## config.mk

```make
export PLATFORM = sky130hd
export DESIGN_NAME = nnis_front
export DESIGN_NICKNAME = d
export VERILOG_FILES = /design/src/hdl/nnis_pkg.sv /design/src/hdl/nnis_front.sv
export SDC_FILE = /design/constraint.sdc
export NUM_CORES = 1
export LEC_CHECK = 0
export BUFFER_PORTS_ARGS = -buffer_cell sky130_fd_sc_hd__clkbuf_2
export CELL_PAD_IN_SITES_DETAIL_PLACEMENT = 0
export CELL_PAD_IN_SITES_GLOBAL_PLACEMENT = 1
export CORE_MARGIN = 4
export CORE_UTILIZATION = 45
export CTS_CLUSTER_DIAMETER = 60
export DETAILED_ROUTE_END_ITERATION = 10
export PLACE_DENSITY_LB_ADDON = 0.12
export SYNTH_ARGS = -nofsm -noshare
export SYNTH_HDL_FRONTEND = slang
export SYNTH_SLANG_ARGS = --single-unit
```

## constraint.sdc

```tcl
create_clock -name clk_i -period 0.8 [get_ports clk_i]
set_input_delay 0.04 -clock clk_i [delete_from_list [all_inputs] [get_ports clk_i]]
set_output_delay 0.04 -clock clk_i [all_outputs]
set_load 0.005 [all_outputs]
```

## src/hdl/nnis_pkg.sv

```systemverilog
// nnis_pkg: shared constants, codes and types of the nearest-neighbour image scaler
// no dependencies; imported by every module of the scaler but nnis_ram

package nnis_pkg;

  // frame store geometry
  localparam int MAX_WIDTH   = 256;
  localparam int MAX_HEIGHT  = 256;
  localparam int STORE_DEPTH = MAX_WIDTH * MAX_HEIGHT;
  localparam int ADDR_W      = $clog2(STORE_DEPTH);

  // field widths
  localparam int COORD_W   = 8;
  localparam int DIM_W     = 9;
  localparam int PIXEL_W   = 32;
  localparam int CFG_IDX_W = 3;
  localparam int NUM_W     = 2 * COORD_W;

  // divider pipeline: quotient bits resolved per stage
  localparam int DIV_STEPS  = 2;
  localparam int DIV_STAGES = COORD_W / DIV_STEPS;

  // edges from the accepting edge to the edge that samples the result strobe
  localparam int RESULT_LAT = DIV_STAGES + 3;

  // size register limits
  localparam logic [DIM_W-1:0] DIM_MIN = 9'd1;
  localparam logic [DIM_W-1:0] DIM_MAX = 9'd256;

  typedef enum logic {
    CMD_WRITE = 1'b0,
    CMD_READ  = 1'b1
  } cmd_e;

  typedef enum logic [CFG_IDX_W-1:0] {
    REG_SRC_WIDTH  = 3'd0,
    REG_SRC_HEIGHT = 3'd1,
    REG_DST_WIDTH  = 3'd2,
    REG_DST_HEIGHT = 3'd3
  } cfg_reg_e;

  typedef struct packed {
    logic [DIM_W-1:0] src_width;
    logic [DIM_W-1:0] src_height;
    logic [DIM_W-1:0] dst_width;
    logic [DIM_W-1:0] dst_height;
  } scale_cfg_t;

  // per-beat sideband that travels alongside the divider
  typedef struct packed {
    logic               rd;
    logic               err;
    logic [COORD_W-1:0] pos_x;
    logic [COORD_W-1:0] pos_y;
    logic [PIXEL_W-1:0] pixel;
  } item_side_t;

endpackage

```

## src/hdl/nnis_front.sv

```systemverilog
// nnis_front: first stage, range checks and coordinate-by-size products
// depends on nnis_pkg

module nnis_front (
  input  logic                          clk_i,
  input  logic                          rst_ni,
  input  logic                          valid_i,
  input  logic                          cmd_i,
  input  logic [nnis_pkg::COORD_W-1:0]  pos_x_i,
  input  logic [nnis_pkg::COORD_W-1:0]  pos_y_i,
  input  logic [nnis_pkg::PIXEL_W-1:0]  pixel_in_i,
  input  nnis_pkg::scale_cfg_t          cfg_i,
  output logic                          valid_o,
  output nnis_pkg::item_side_t          side_o,
  output logic [nnis_pkg::NUM_W-1:0]    num_x_o,
  output logic [nnis_pkg::NUM_W-1:0]    num_y_o
);
  import nnis_pkg::*;

  localparam int PROD_W = COORD_W + DIM_W;

  logic [DIM_W-1:0]  eff_w;
  logic [DIM_W-1:0]  eff_h;
  logic              rd;
  logic              err;
  logic [PROD_W-1:0] prod_x;
  logic [PROD_W-1:0] prod_y;

  logic              valid_q;
  item_side_t        side_d;
  item_side_t        side_q;
  logic [NUM_W-1:0]  num_x_q;
  logic [NUM_W-1:0]  num_y_q;

  // effective source size, limited by the store
  always_comb begin
    if (32'(cfg_i.src_width) > 32'(MAX_WIDTH)) begin
      eff_w = DIM_W'(MAX_WIDTH);
    end else begin
      eff_w = cfg_i.src_width;
    end
    if (32'(cfg_i.src_height) > 32'(MAX_HEIGHT)) begin
      eff_h = DIM_W'(MAX_HEIGHT);
    end else begin
      eff_h = cfg_i.src_height;
    end
  end

  // reads check the destination size, writes the source size
  assign rd = (cmd_i == CMD_READ);

  always_comb begin
    if (rd) begin
      err = (DIM_W'(pos_x_i) >= cfg_i.dst_width) || (DIM_W'(pos_y_i) >= cfg_i.dst_height);
    end else begin
      err = (DIM_W'(pos_x_i) >= eff_w) || (DIM_W'(pos_y_i) >= eff_h);
    end
  end

  // numerators of the scaled coordinate, always below 2^NUM_W
  assign prod_x = PROD_W'(pos_x_i) * PROD_W'(eff_w);
  assign prod_y = PROD_W'(pos_y_i) * PROD_W'(eff_h);

  always_comb begin
    side_d.rd    = rd;
    side_d.err   = err;
    side_d.pos_x = pos_x_i;
    side_d.pos_y = pos_y_i;
    side_d.pixel = pixel_in_i;
  end

  // beat valid
  always_ff @(posedge clk_i or negedge rst_ni) begin
    if (!rst_ni) begin
      valid_q <= 1'b0;
    end else begin
      valid_q <= valid_i;
    end
  end

  // payload
  always_ff @(posedge clk_i) begin
    side_q  <= side_d;
    num_x_q <= prod_x[NUM_W-1:0];
    num_y_q <= prod_y[NUM_W-1:0];
  end

  assign valid_o = valid_q;
  assign side_o  = side_q;
  assign num_x_o = num_x_q;
  assign num_y_o = num_y_q;

endmodule

```

==> run summary <==
The kind of end point of the critical path is a register. Detailed routing inserted a total of 6354 vias. Dividing the detail-routed wire length by the instance count gives 15.7 µm. The die covers 18300 µm².

Sort of element at the start of the critical path: a primary input. In this run the remaining antenna-violating nets after routing total 0. For the effective utilization at floorplan, the log shows 45.9%.

Commonest register cell after synthesis: sky130_fd_sc_hd__dfxtp_1. The clock-pin slew of the registers on the worst-case setup and hold paths was 0.07 ns; the all-layer global routing usage was 22.9%. The maximum fanout encountered on the critical timing path works out to 6. Summing all flip-flop and latch instances after layout gives 1720 µm². The number of global-route vias before repair was 6936. In the synthesized netlist, the number of instances is 761. The part of the cycle the worst path needs was 491%. The number of levels in the clock H-tree is 3.

Headroom to the max-slew limit came out at 76.3%. Compared with the post-synthesis result, the final layout area differs by 58.2%. Share of synthesized flip-flops with an asynchronous set or reset: 1.20%. Of the cells placed in the final design, the portion with a size suffix greater than 1 is 50.1%. Static timing analysis puts the maximum clock frequency at 255 MHz.

After legalization and detailed placement, the total HPWL measured 15700 µm. The critical path data arrival time is 4.21 ns, and the number of antenna violations at the first check in global routing is 0. The number of register bits inferred by synthesis works out to 83. The run gives 5.84 nW as the static leakage power.

The final number of hold-violating endpoints came out at 0. In this run the power density over the cells is 1670 nW/µm². In this run the standard cell core region covers 15900 µm². The congestion estimate from routability-driven global placement came to 0.853. The final design utilization was 72.6%; the count of endpoints failing setup in the final report was 76.

The vias per cell came out at 4.74. Buffers inserted during clock tree synthesis total 9. Least setup slack across all paths after layout: -3.13 ns. The worst hold path belongs to the class in2async. Input and output buffers added on the ports amount to 170. TritonCTS built the clock tree. The clock passes through at most 2 buffers. The floorplan has 46 rows. Sequential elements use 22.9% of the synthesized area. The area of combinational cells with multiple inputs is 5920 µm², and the worst-margin pin slew is 0.352 ns. The class of the most critical setup path is in2reg.

The number of nets in the synthesized netlist is 1049. Number of slew-limit violations in the final report: 0. The run finished, with violations left. The tools report the clock tree root driver cell as sky130_fd_sc_hd__clkbuf_16. For this design the top-level I/O count stands at 171.

The tools report the count of maximum capacitance violations as 0. The first global-routing pass estimated 33600 µm of wire. Yosys mapped a number of flops with a built-in enable equal to 0. Clock tree synthesis found a total of 83 sinks. For this run, the number of Yosys warnings is 0. Data on the critical path is required at its endpoint by 1.08 ns. Synthesized area: 7290 µm². In this run, the number of DRC markers left after iteration 0 of detailed routing was 143. The die is 135 µm wide. The repair_antennas step left the layout with diodes totalling 0. The logs give 1149 for the final-layout fill cell count and 1408 for the count of nets after finishing.

Entering global routing, the biggest net connects 15 pins. For this block, the routed nets add up to 21000 µm of wire. The final reports fail on negative setup slack. The synthesized area divided by synthesized cell count is 9.58 µm². The run gives 0 as the remaining global-route overflow. The maximum vdd drop came out at 1130 µV.

For the finished layout, the period the worst path requires is 3.93 ns. The number of remaining DRC errors is 0. Setup total negative slack: -63.63 ns. Setup repair after global routing could not meet its margin everywhere. Yosys mapped the design onto 50 distinct sky130hd cell types.

For this run, the detailed router's first-pass iteration total came to 4. The die extent in y came out at 135 µm.
==> how the worst max path moves through the flow <==
stage	start	end	slack [ns]	cells past startpoint
detailed placement	cfg_i[35]	num_x_o[15]	-3.60	16
finish	cfg_i[35]	num_x_o[15]	-3.13	16
global route	cfg_i[35]	num_x_o[15]	-3.23	17
global placement	cfg_i[32]	num_x_o[15]	-3.53	19
floorplan	cfg_i[29]	num_x_o[15]	-3.24	16
CTS	cfg_i[32]	num_x_o[12]	-3.11	20
==> cell families after synthesis <==
family | after synthesis | share of synthesized area [%]
buf+inv | 182 | 9.47
xor+xnor | 27 | 3.24
fa+ha+maj | 200 | 42.8
compound gates | 74 | 6.88
simple gates | 195 | 14.8
flops | 83 | 22.9
==> flip-flops by register name (all words and copies together), names as in the netlist <==
signal   cells
num_x_o     16
num_y_o     16
side_o      50
valid_o      1
==> synth_stat cells, drive strengths merged (3+ instances only) <==
| cell type | instances | area, µm² |
|---|---|---|
| and3 | 3 | 18.8 |
| fa | 82 | 1640 |
| nand4 | 4 | 25.0 |
| a21o | 5 | 40.0 |
| nor2 | 23 | 86.3 |
| nand2 | 34 | 128 |
| inv | 165 | 619 |
| dfxtp | 82 | 1640 |
| ha | 118 | 1480 |
| xnor2 | 21 | 184 |
| a21boi | 3 | 22.5 |
| xor2 | 6 | 52.6 |
| nor3 | 6 | 30.0 |
| o21bai | 4 | 30.0 |
| nor2b | 21 | 131 |
| o21ai | 7 | 35.0 |
| nand2b | 6 | 37.5 |
| and2 | 90 | 563 |
| a31oi | 3 | 18.8 |
| o211ai | 4 | 30.0 |
| a21oi | 28 | 144 |
| clkbuf | 14 | 52.6 |
==> cell type report <==
cell class,instances,share of cell area (%)
Inverter,166,5.47
Clock inverter,5,0.488
Multi-Input combinational cell,496,51.3
Timing Repair Buffer,364,23.5
Clock buffer,10,1.99
Sequential cell,83,14.9
Tap cell,216,2.34
==> placed cells by master (no fill, tap or decap), drive strengths merged, types with 3 or more instances in the layout <==
| cell type | Yosys | routed |
|---|---|---|
| buf | 2 | 192 |
| inv | 165 | 165 |
| clkbuf | 14 | 144 |
| ha | 118 | 118 |
| and2 | 90 | 90 |
| fa | 82 | 82 |
| dfxtp | 82 | 82 |
| dlygate4sd3 | 0 | 38 |
| nand2 | 34 | 34 |
| a21oi | 28 | 28 |
| nor2 | 23 | 23 |
| xnor2 | 21 | 21 |
| nor2b | 21 | 21 |
| o21ai | 7 | 7 |
| xor2 | 6 | 6 |
| nand2b | 6 | 6 |
| nor3 | 6 | 6 |
| a21o | 5 | 5 |
| o211ai | 4 | 4 |
| nand4 | 4 | 4 |
| o21bai | 4 | 4 |
| clkinv | 1 | 4 |
| and3 | 3 | 3 |
| a31oi | 3 | 3 |
| a21boi | 3 | 3 |
==> layer usage <==
| layer | share of wire [%] | vias to the layer above | GRT usage [%] | wire (µm) |
|---|---|---|---|---|
| li1 | - | 3089 | - | - |
| met1 | 44 | 3055 | 29.6 | 9210 |
| met2 | 49 | 183 | 39.2 | 10200 |
| met3 | 5.8 | 27 | 4.49 | 1220 |
| met4 | 1.8 | 0 | 6.27 | 376 |
| met5 | 0 | - | 0 | 0 |
==> critical path: stages <==
cell and delay (ns):
sky130_fd_sc_hd__clkbuf_16 0.14, sky130_fd_sc_hd__buf_12 0.13, sky130_fd_sc_hd__nor2b_4 0.22, sky130_fd_sc_hd__and2_4 0.19
sky130_fd_sc_hd__fa_1 0.45, sky130_fd_sc_hd__fa_1 0.52, sky130_fd_sc_hd__fa_1 0.54, sky130_fd_sc_hd__inv_1 0.05
sky130_fd_sc_hd__fa_1 0.49, sky130_fd_sc_hd__inv_2 0.05, sky130_fd_sc_hd__ha_4 0.16, sky130_fd_sc_hd__a2111o_1 0.39
sky130_fd_sc_hd__o22a_2 0.25, sky130_fd_sc_hd__a221o_1 0.35, sky130_fd_sc_hd__a21oi_2 0.13, sky130_fd_sc_hd__xnor2_1 0.12
==> metrics by stage <==
stage / instances / cell area, µm² / power [W] / hold slack, ns / setup WS [ns]
5_1_grt: 1340 / 11500 / 0.0206 / 0.00216 / -3.23
4_1_cts: 1334 / 11200 / 0.0187 / 0.00870 / -3.11
3_3_place_gp: 1263 / 9660 / 0.0130 / -0.172 / -3.53
6_report: 1340 / 11500 / 0.0192 / 0.0175 / -3.13
2_1_floorplan: 761 / 7650 / 0.00996 / -0.256 / -3.24
3_5_place_dp: 1263 / 9660 / 0.0132 / -0.174 / -3.60
==> power breakdown <==
| part | internal (W) | switching [W] |
|---|---|---|
| clock | 0.00240 | 0.00175 |
| sequential | 0.00496 | 0.000200 |
| combinational | 0.00529 | 0.00463 |
==> what timing repair did <==
item | CTS | global route
endpoints found under the setup margin | 105 | 113
endpoints found under the hold margin | 38 | 0
pin swaps | 101 | 55
buffers inserted | 19 | 10
gates resized for setup | 167 | 120
cloned | 2 | 0
hold buffers | 38 | 0
Note: power is estimated with default switching activity, not from simulation.
