**config.mk**
```make
export PLATFORM = sky130hd
export DESIGN_NAME = nnis_div
export DESIGN_NICKNAME = d
export VERILOG_FILES = /design/src/hdl/nnis_pkg.sv /design/src/hdl/nnis_div.sv
export SDC_FILE = /design/constraint.sdc
export NUM_CORES = 1
export LEC_CHECK = 0
export ABC_AREA = 1
export BUFFER_PORTS_ARGS = -buffer_cell sky130_fd_sc_hd__buf_4
export CORE_MARGIN = 1.5
export CORE_UTILIZATION = 35
export DETAILED_ROUTE_END_ITERATION = 12
export SYNTH_ARGS = -nofsm -noshare
export SYNTH_HDL_FRONTEND = slang
export SYNTH_SLANG_ARGS = --single-unit
```
**constraint.sdc**
```tcl
create_clock -name clk_i -period 3.3 [get_ports clk_i]
set_input_delay 0.33 -clock clk_i [delete_from_list [all_inputs] [get_ports clk_i]]
set_output_delay 0.33 -clock clk_i [all_outputs]
set_load 0.05 [all_outputs]
```
**src/hdl/nnis_pkg.sv**
```systemverilog
// nnis_pkg: shared constants, codes and types of the nearest-neighbour image scaler
// no dependencies; imported by every module of the scaler but nnis_ram

package nnis_pkg;

  // frame store geometry
  localparam int MAX_WIDTH   = 256;
  localparam int MAX_HEIGHT  = 256;
  localparam int STORE_DEPTH = MAX_WIDTH * MAX_HEIGHT;
  localparam int ADDR_W      = $clog2(STORE_DEPTH);

  // field widths
  localparam int COORD_W   = 8;
  localparam int DIM_W     = 9;
  localparam int PIXEL_W   = 32;
  localparam int CFG_IDX_W = 3;
  localparam int NUM_W     = 2 * COORD_W;

  // divider pipeline: quotient bits resolved per stage
  localparam int DIV_STEPS  = 2;
  localparam int DIV_STAGES = COORD_W / DIV_STEPS;

  // edges from the accepting edge to the edge that samples the result strobe
  localparam int RESULT_LAT = DIV_STAGES + 3;

  // size register limits
  localparam logic [DIM_W-1:0] DIM_MIN = 9'd1;
  localparam logic [DIM_W-1:0] DIM_MAX = 9'd256;

  typedef enum logic {
    CMD_WRITE = 1'b0,
    CMD_READ  = 1'b1
  } cmd_e;

  typedef enum logic [CFG_IDX_W-1:0] {
    REG_SRC_WIDTH  = 3'd0,
    REG_SRC_HEIGHT = 3'd1,
    REG_DST_WIDTH  = 3'd2,
    REG_DST_HEIGHT = 3'd3
  } cfg_reg_e;

  typedef struct packed {
    logic [DIM_W-1:0] src_width;
    logic [DIM_W-1:0] src_height;
    logic [DIM_W-1:0] dst_width;
    logic [DIM_W-1:0] dst_height;
  } scale_cfg_t;

  // per-beat sideband that travels alongside the divider
  typedef struct packed {
    logic               rd;
    logic               err;
    logic [COORD_W-1:0] pos_x;
    logic [COORD_W-1:0] pos_y;
    logic [PIXEL_W-1:0] pixel;
  } item_side_t;

endpackage

```
**src/hdl/nnis_div.sv**
```systemverilog
// nnis_div: pipelined restoring divider, a few quotient bits per stage
// depends on nnis_pkg; the quotient is known to fit in COORD_W bits

module nnis_div (
  input  logic                         clk_i,
  input  logic [nnis_pkg::NUM_W-1:0]   num_i,
  input  logic [nnis_pkg::DIM_W-1:0]   divisor_i,
  output logic [nnis_pkg::COORD_W-1:0] quot_o
);
  import nnis_pkg::*;

  localparam int REM_W = DIM_W;
  localparam int TRY_W = DIM_W + 1;

  logic [REM_W-1:0]   rem_in [DIV_STAGES];
  logic [COORD_W-1:0] lo_in  [DIV_STAGES];
  logic [COORD_W-1:0] quo_in [DIV_STAGES];
  logic [REM_W-1:0]   rem_d  [DIV_STAGES];
  logic [COORD_W-1:0] lo_d   [DIV_STAGES];
  logic [COORD_W-1:0] quo_d  [DIV_STAGES];
  logic [REM_W-1:0]   rem_q  [DIV_STAGES];
  logic [COORD_W-1:0] lo_q   [DIV_STAGES];
  logic [COORD_W-1:0] quo_q  [DIV_STAGES];

  // stage inputs: upper numerator half seeds the remainder, it is below the divisor
  always_comb begin
    rem_in[0] = REM_W'(num_i[NUM_W-1:COORD_W]);
    lo_in[0]  = num_i[COORD_W-1:0];
    quo_in[0] = '0;
    for (int s = 1; s < DIV_STAGES; s++) begin
      rem_in[s] = rem_q[s-1];
      lo_in[s]  = lo_q[s-1];
      quo_in[s] = quo_q[s-1];
    end
  end

  // shift in one numerator bit, compare, subtract; DIV_STEPS times per stage
  always_comb begin : div_steps
    logic [TRY_W-1:0] trial;
    for (int s = 0; s < DIV_STAGES; s++) begin
      rem_d[s] = rem_in[s];
      lo_d[s]  = lo_in[s];
      quo_d[s] = quo_in[s];
      for (int k = 0; k < DIV_STEPS; k++) begin
        trial    = {rem_d[s], lo_d[s][COORD_W-1]};
        lo_d[s]  = {lo_d[s][COORD_W-2:0], 1'b0};
        if (trial >= TRY_W'(divisor_i)) begin
          trial    = trial - TRY_W'(divisor_i);
          quo_d[s] = {quo_d[s][COORD_W-2:0], 1'b1};
        end else begin
          quo_d[s] = {quo_d[s][COORD_W-2:0], 1'b0};
        end
        rem_d[s] = trial[REM_W-1:0];
      end
    end
  end

  // stage registers
  always_ff @(posedge clk_i) begin
    for (int s = 0; s < DIV_STAGES; s++) begin
      rem_q[s] <= rem_d[s];
      lo_q[s]  <= lo_d[s];
      quo_q[s] <= quo_d[s];
    end
  end

  assign quot_o = quo_q[DIV_STAGES-1];

endmodule

```
==> metrics, run 1 <==
status complete, no violations; placed insts 1,123; # rows 44; Syn Area/Cell 6.66 um2; CTS tree built; Max-slew headroom 0.787; buffer depth of the longest clock path 2; WL per Instance 12.9 um; layout cells sized above 1 0.227; mapped cell area 0.00530 mm2; Final Cycle Share 0.953; hold violation count in the final report 0; pin count of the biggest net entering global routing 14; crit-path max cell delay 340 ps; GRT overflow 0; hold slack 92.0 ps; area post-placement 0.00665 mm2; Pwr Total 8.09 mW; Hold Path Class in2reg; Setup CP Type reg2reg; peak supply drop 0.472 mV; Synth Flop Type dfxtp_1; fillers 1,551; Slowest-stage cell, CP fa_2; setup ws final 157 ps; core area 0.0146 mm2; CTS Buf Count 9; Seq cells post-synth 59; final net count 1,057; Die X 126 um; routed vias/inst 4.71; Synth Warn # 0; Post-Layout Cell Count 1,141; cell taking the most area after synthesis dfxtp_1; Slew Limit Fails 0; Initial Util 0.362; CTS sink cnt 59; vias after detailed routing 5,379; CP endpoint kind flip-flop; post-synth top area share 0.223; CP Cell Sequence inv_1 -> ha_1 -> inv_1 -> fa_2 -> nand3_1 -> nand2_2 -> nand2_1 -> nand2_1 -> a21oi_2 -> buf_4 -> o21ai_2 -> ha_1 -> nand2_2 -> inv_1 -> a21oi_1 -> nand2_1 -> a21boi_2 -> nand3_2 -> buf_6 -> nand2_1 -> nand2_1; pre-CTS WS -212 ps; die height 126 um; Pwr Density 1150 mW/mm2; Die ar. 0.0159 mm2; vias in the first global route 5,117; RSZ-0062 raised after global routing yes; routability cong. 0.908; Pre-Repair DR Iteration Count 7; post-layout minimum cycle time 3140 ps; number of synthesized flops with an enable pin 0; clock skew 6.27 ps; initial antenna violation count 0; number of setup violations in the final report 0; area of the multi-input gates 0.00373 mm2; # H-tree levels 3; register area 0.00118 mm2; Synth area leaders dfxtp_1, nand2_1, ha_1, inv_1, nand3_1; clk_lat worst skew 340 ps; CP max FO 11; clock slew at reported path FFs 50 ps; Worst path most repeated cell nand2_1; most frequent cells in the layout nand2_1, buf_4, inv_1; design area 0.00705 mm2; Net Count, Synth 901; DRC 0; CP delay by family, top adder cells; Port Buffers 33; Max-Cap Viols 0; WP data arrival 3380 ps; n_diodes 0; sequential element share of the synthesized area 0.223; Leakage 3.92 nW; most common cell after layout, fill and taps aside nand2_1; CP bufs+invs 5; Cell variety after synth 35; first-pass GRT wire length 24,300 um; post-DP HPWL 12,300 um; Async S/R FF share, synth 0; Critical Path RT 3530 ps; Syn Inst Count 796; DR iter-0 viols 248; worst-margin pin slew 315 ps; IO Pins 34; Final ANT Viol Nets 0; Achievable Freq 0.318 GHz; Setup crit start kind flip-flop; GRT Total Usage 0.194; P&R area growth vs syn 33.0%; Routed WL 14,700 um; Root Driver clkbuf_16
[state kept, by name, indices dropped and copies added, names as in the netlist]
signal	cells
rem_q	27
lo_q	12
quo_q	20
[per-stage QoR]
step | utilization | TNS [ps]
6_report | 0.482 | 0
5_1_grt | 0.482 | -45.0
4_1_cts | 0.477 | 0
3_5_place_dp | 0.454 | -2070
3_3_place_gp | 0.454 | -1370
2_1_floorplan | - | 0
[per-layer routing]
layer	vias up	global-route usage	wire (um)
met5	-	0	0
li1	2875	-	-
met2	91	0.320	6650
met4	0	0.0629	272
met1	2391	0.250	7140
met3	22	0.0446	633
[cells in the mapped netlist, drive strengths merged, types with 5 or more instances]
library cell	n
a21o	8
a21oi	42
a31oi	7
buf	5
dfxtp	59
fa	7
ha	72
inv	109
nand2	287
nand3	74
nand4	9
nor2	47
nor3	6
o21ai	18
xnor2	15
xor2	19
[path summary, 6_finish.rpt]
kind | start | end | slack, ps | cells after the start
setup / recovery | lo_q[0][5]$_DFF_P_ | rem_q[1][7]$_DFF_P_ | 160 | 21
hold / removal | num_i[3] | lo_q[0][3]$_DFF_P_ | 90 | 1
setup reg to reg | lo_q[0][5]$_DFF_P_ | rem_q[1][7]$_DFF_P_ | 160 | 21
hold reg to reg | lo_q[1][2]$_DFF_P_ | lo_q[2][4]$_DFF_P_ | 320 | 0
[cells by family after synthesis]
family | share of synthesized area
AND/OR/NAND/NOR | 0.352
buffers and inverters | 0.0856
AO/OA/AOI/OAI | 0.0875
adder cells (fa/ha/maj) | 0.196
flip-flops | 0.223
XOR/XNOR | 0.0561
[cell type report]
cell class / count / share of cell area
well taps: 184 / 0.0326
clock buffers: 11 / 0.0358
multi-input cells: 623 / 0.529
clock inverters: 5 / 0.00869
repair buffers: 150 / 0.168
inverters: 109 / 0.0584
flip-flops and latches: 59 / 0.167
[worst reg2reg max path: stages (launching register included)]
cell and delay, ps:
dfxtp_1 320, inv_1 50, ha_1 150, inv_1 70, fa_2 340, nand3_1 90
nand2_2 90, nand2_1 90, nand2_1 80, a21oi_2 210, buf_4 190, o21ai_2 90
ha_1 330, nand2_2 90, inv_1 40, a21oi_1 130, nand2_1 100, a21boi_2 170
nand3_2 130, buf_6 160, nand2_1 70, nand2_1 60
[report_power, final]
part	total [mW]	leakage, nW	internal [mW]	switching [mW]
Combinational	5.91	3.28	2.60	3.31
Clock	0.964	0.144	0.625	0.339
Sequential	1.21	0.497	1.03	0.179
Total	8.09	3.92	4.26	3.83
[timing repair]
| action | CTS | global route |
|---|---|---|
| cloned | 0 | 1 |
| pin swaps | 2 | 6 |
| endpoints found under the setup margin | 10 | 19 |
| gates resized for setup | 5 | 19 |
| hold buffers | 0 | 0 |
| buffers inserted | 1 | 0 |
Power figures use the tool's default switching activity.
==> inputs of run 2 (changes only) <==
--- a/config.mk
+++ b/config.mk
@@ -10,6 +10,8 @@
 export CORE_MARGIN = 1.5
 export CORE_UTILIZATION = 35
 export DETAILED_ROUTE_END_ITERATION = 12
+export RECOVER_POWER = 25
+export REMOVE_ABC_BUFFERS = 1
 export SYNTH_ARGS = -nofsm -noshare
 export SYNTH_HDL_FRONTEND = slang
 export SYNTH_SLANG_ARGS = --single-unit
==> run 2 against run 1 <==
Net effect: global-route usage rose by 0.69 points; critical path depth rose by 1; cell count fell by 0.35%; count of clock-buffer cells in the layout did not move; total power rose by 2.3%; critical endpoint is now rem_q[1][5]$_DFF_P_.
==> metrics, run 2 (synthesis gave the netlist of run 1 again) <==
status complete, no violations; Critical Path RT 3530 ps; Final ANT Viol Nets 0; WP data arrival 3340 ps; Post-Layout Cell Count 1,137; Setup CP Type reg2reg; WL per Instance 13.7 um; placed insts 1,108; Die ar. 0.0159 mm2; Hold Path Class in2reg; routed vias/inst 4.82; CTS Buf Count 9; DRC 0; Achievable Freq 0.322 GHz; n_diodes 0; number of setup violations in the final report 0; die height 126 um; register-to-register setup slack 200 ps; post-DP HPWL 12,500 um; clock slew at reported path FFs 60 ps; Most flops, register rem_q; most common cell after layout, fill and taps aside nand2_1; Max-Cap Viols 0; layout cells sized above 1 0.240; most frequent cells in the layout nand2_1, buf_4, inv_1; max reg flops 27; post-layout minimum cycle time 3100 ps; routability cong. 0.902; registers with the most flip-flops rem_q: 27 flops, quo_q: 20 flops, lo_q: 12 flops; vias in the first global route 5,123; DR iter-0 viols 286; Pwr Density 1170 mW/mm2; vias after detailed routing 5,477; Port Buffers 33; buffer depth of the longest clock path 2; CP endpoint kind flip-flop; hold violation count in the final report 0; initial antenna violation count 0; Root Driver clkbuf_16; clock skew 5.50 ps; Final Cycle Share 0.940; GRT Total Usage 0.201; core area 0.0146 mm2; final core occ 0.481; # H-tree levels 3; CTS tree built; clk_lat worst skew 340 ps; Setup TNS 0 ps; CTS sink cnt 59; CP max FO 4; IO Pins 34; first-pass GRT wire length 25,000 um; Die X 126 um; final net count 1,053; Slew Limit Fails 0; hold_buf cts 0; peak supply drop 0.504 mV; # rows 44; hold slack 110 ps; P&R area growth vs syn 32.9%; worst-margin pin slew 295 ps; Initial Util 0.362; pin count of the biggest net entering global routing 14; Max-slew headroom 0.802; Leakage 3.88 nW; GRT overflow 0; Pre-Repair DR Iteration Count 7; Routed WL 15,600 um; Pwr Total 8.27 mW; Setup crit start kind flip-flop
[run 2: cell types whose count changed in the layout (fill, tap and decap cells not counted), moves of 2 or more]
cell      before  now
buf_4        144  135
clkbuf_4       0    6
nand2_1      275  270
nand2_2       12   17
buf_12         4    0
ha_1          70   66
ha_4           1    5
nand3_2        5    8
a21oi_1       40   38
inv_1        105  103
[run 2: cell type report]
type / count / area [um2]
Clock buffer: 11 / 253
Multi-Input combinational cell: 625 / 3840
Fill cell: 1521 / 7600
Sequential cell: 59 / 1180
Tap cell: 184 / 230
Clock inverter: 5 / 36.3
Inverter: 109 / 415
Timing Repair Buffer: 144 / 1090
[run 2: power breakdown]
| part | switching, mW | internal [mW] |
|---|---|---|
| clock | 0.361 | 0.550 |
| sequential | 0.170 | 1.03 |
| combinational | 3.49 | 2.67 |
| total | 4.02 | 4.25 |
[run 2: path summary, 6_finish.rpt]
kind,from,end,depth (start not counted)
setup / recovery,lo_q[0][5]$_DFF_P_,rem_q[1][5]$_DFF_P_,22
hold / removal,num_i[2],lo_q[0][2]$_DFF_P_,1
hold reg to reg,quo_q[2][3]$_DFF_P_,quo_q[3][5]$_DFF_P_,0
setup reg to reg,lo_q[0][5]$_DFF_P_,rem_q[1][5]$_DFF_P_,22
[run 2: repair_timing]
item	in CTS	in global routing
setup buffers	0	9
pin swaps	1	9
gates cloned	0	4
endpoints found under the setup margin	9	19
resized for setup	7	36
endpoints found under the hold margin	0	0
[run 2: per-stage QoR]
step	area [um2]	setup slack [ps]
final	7050	197
after global routing	7050	-6.03
after CTS	6800	33.5
after detailed placement	6490	-197
after global placement	6490	-178
after floorplan	5260	-161
[run 2: routing by layer]
layer / vias up / part of all wire / track usage
met2: 136 / 0.45 / 0.331
met3: 17 / 0.046 / 0.0408
li1: 2872 / - / -
met5: - / 0 / 0
met1: 2452 / 0.48 / 0.266
met4: 0 / 0.020 / 0.0568
[run 2: critical path, stage by stage (launching register included)]
cell	delay, ps
dfxtp_2	340
inv_1	50
ha_2	170
inv_1	70
fa_2	340
nand3_1	90
nand2_2	80
buf_4	150
nand2_1	60
nand2_2	60
nand2_1	90
nand2_2	110
nand2_1	90
nand2_1	110
ha_1	330
buf_4	170
a21oi_2	160
nor2_1	50
nor2_1	70
o21ai_0	120
xor2_1	160
nand2_1	80
nand2_1	50
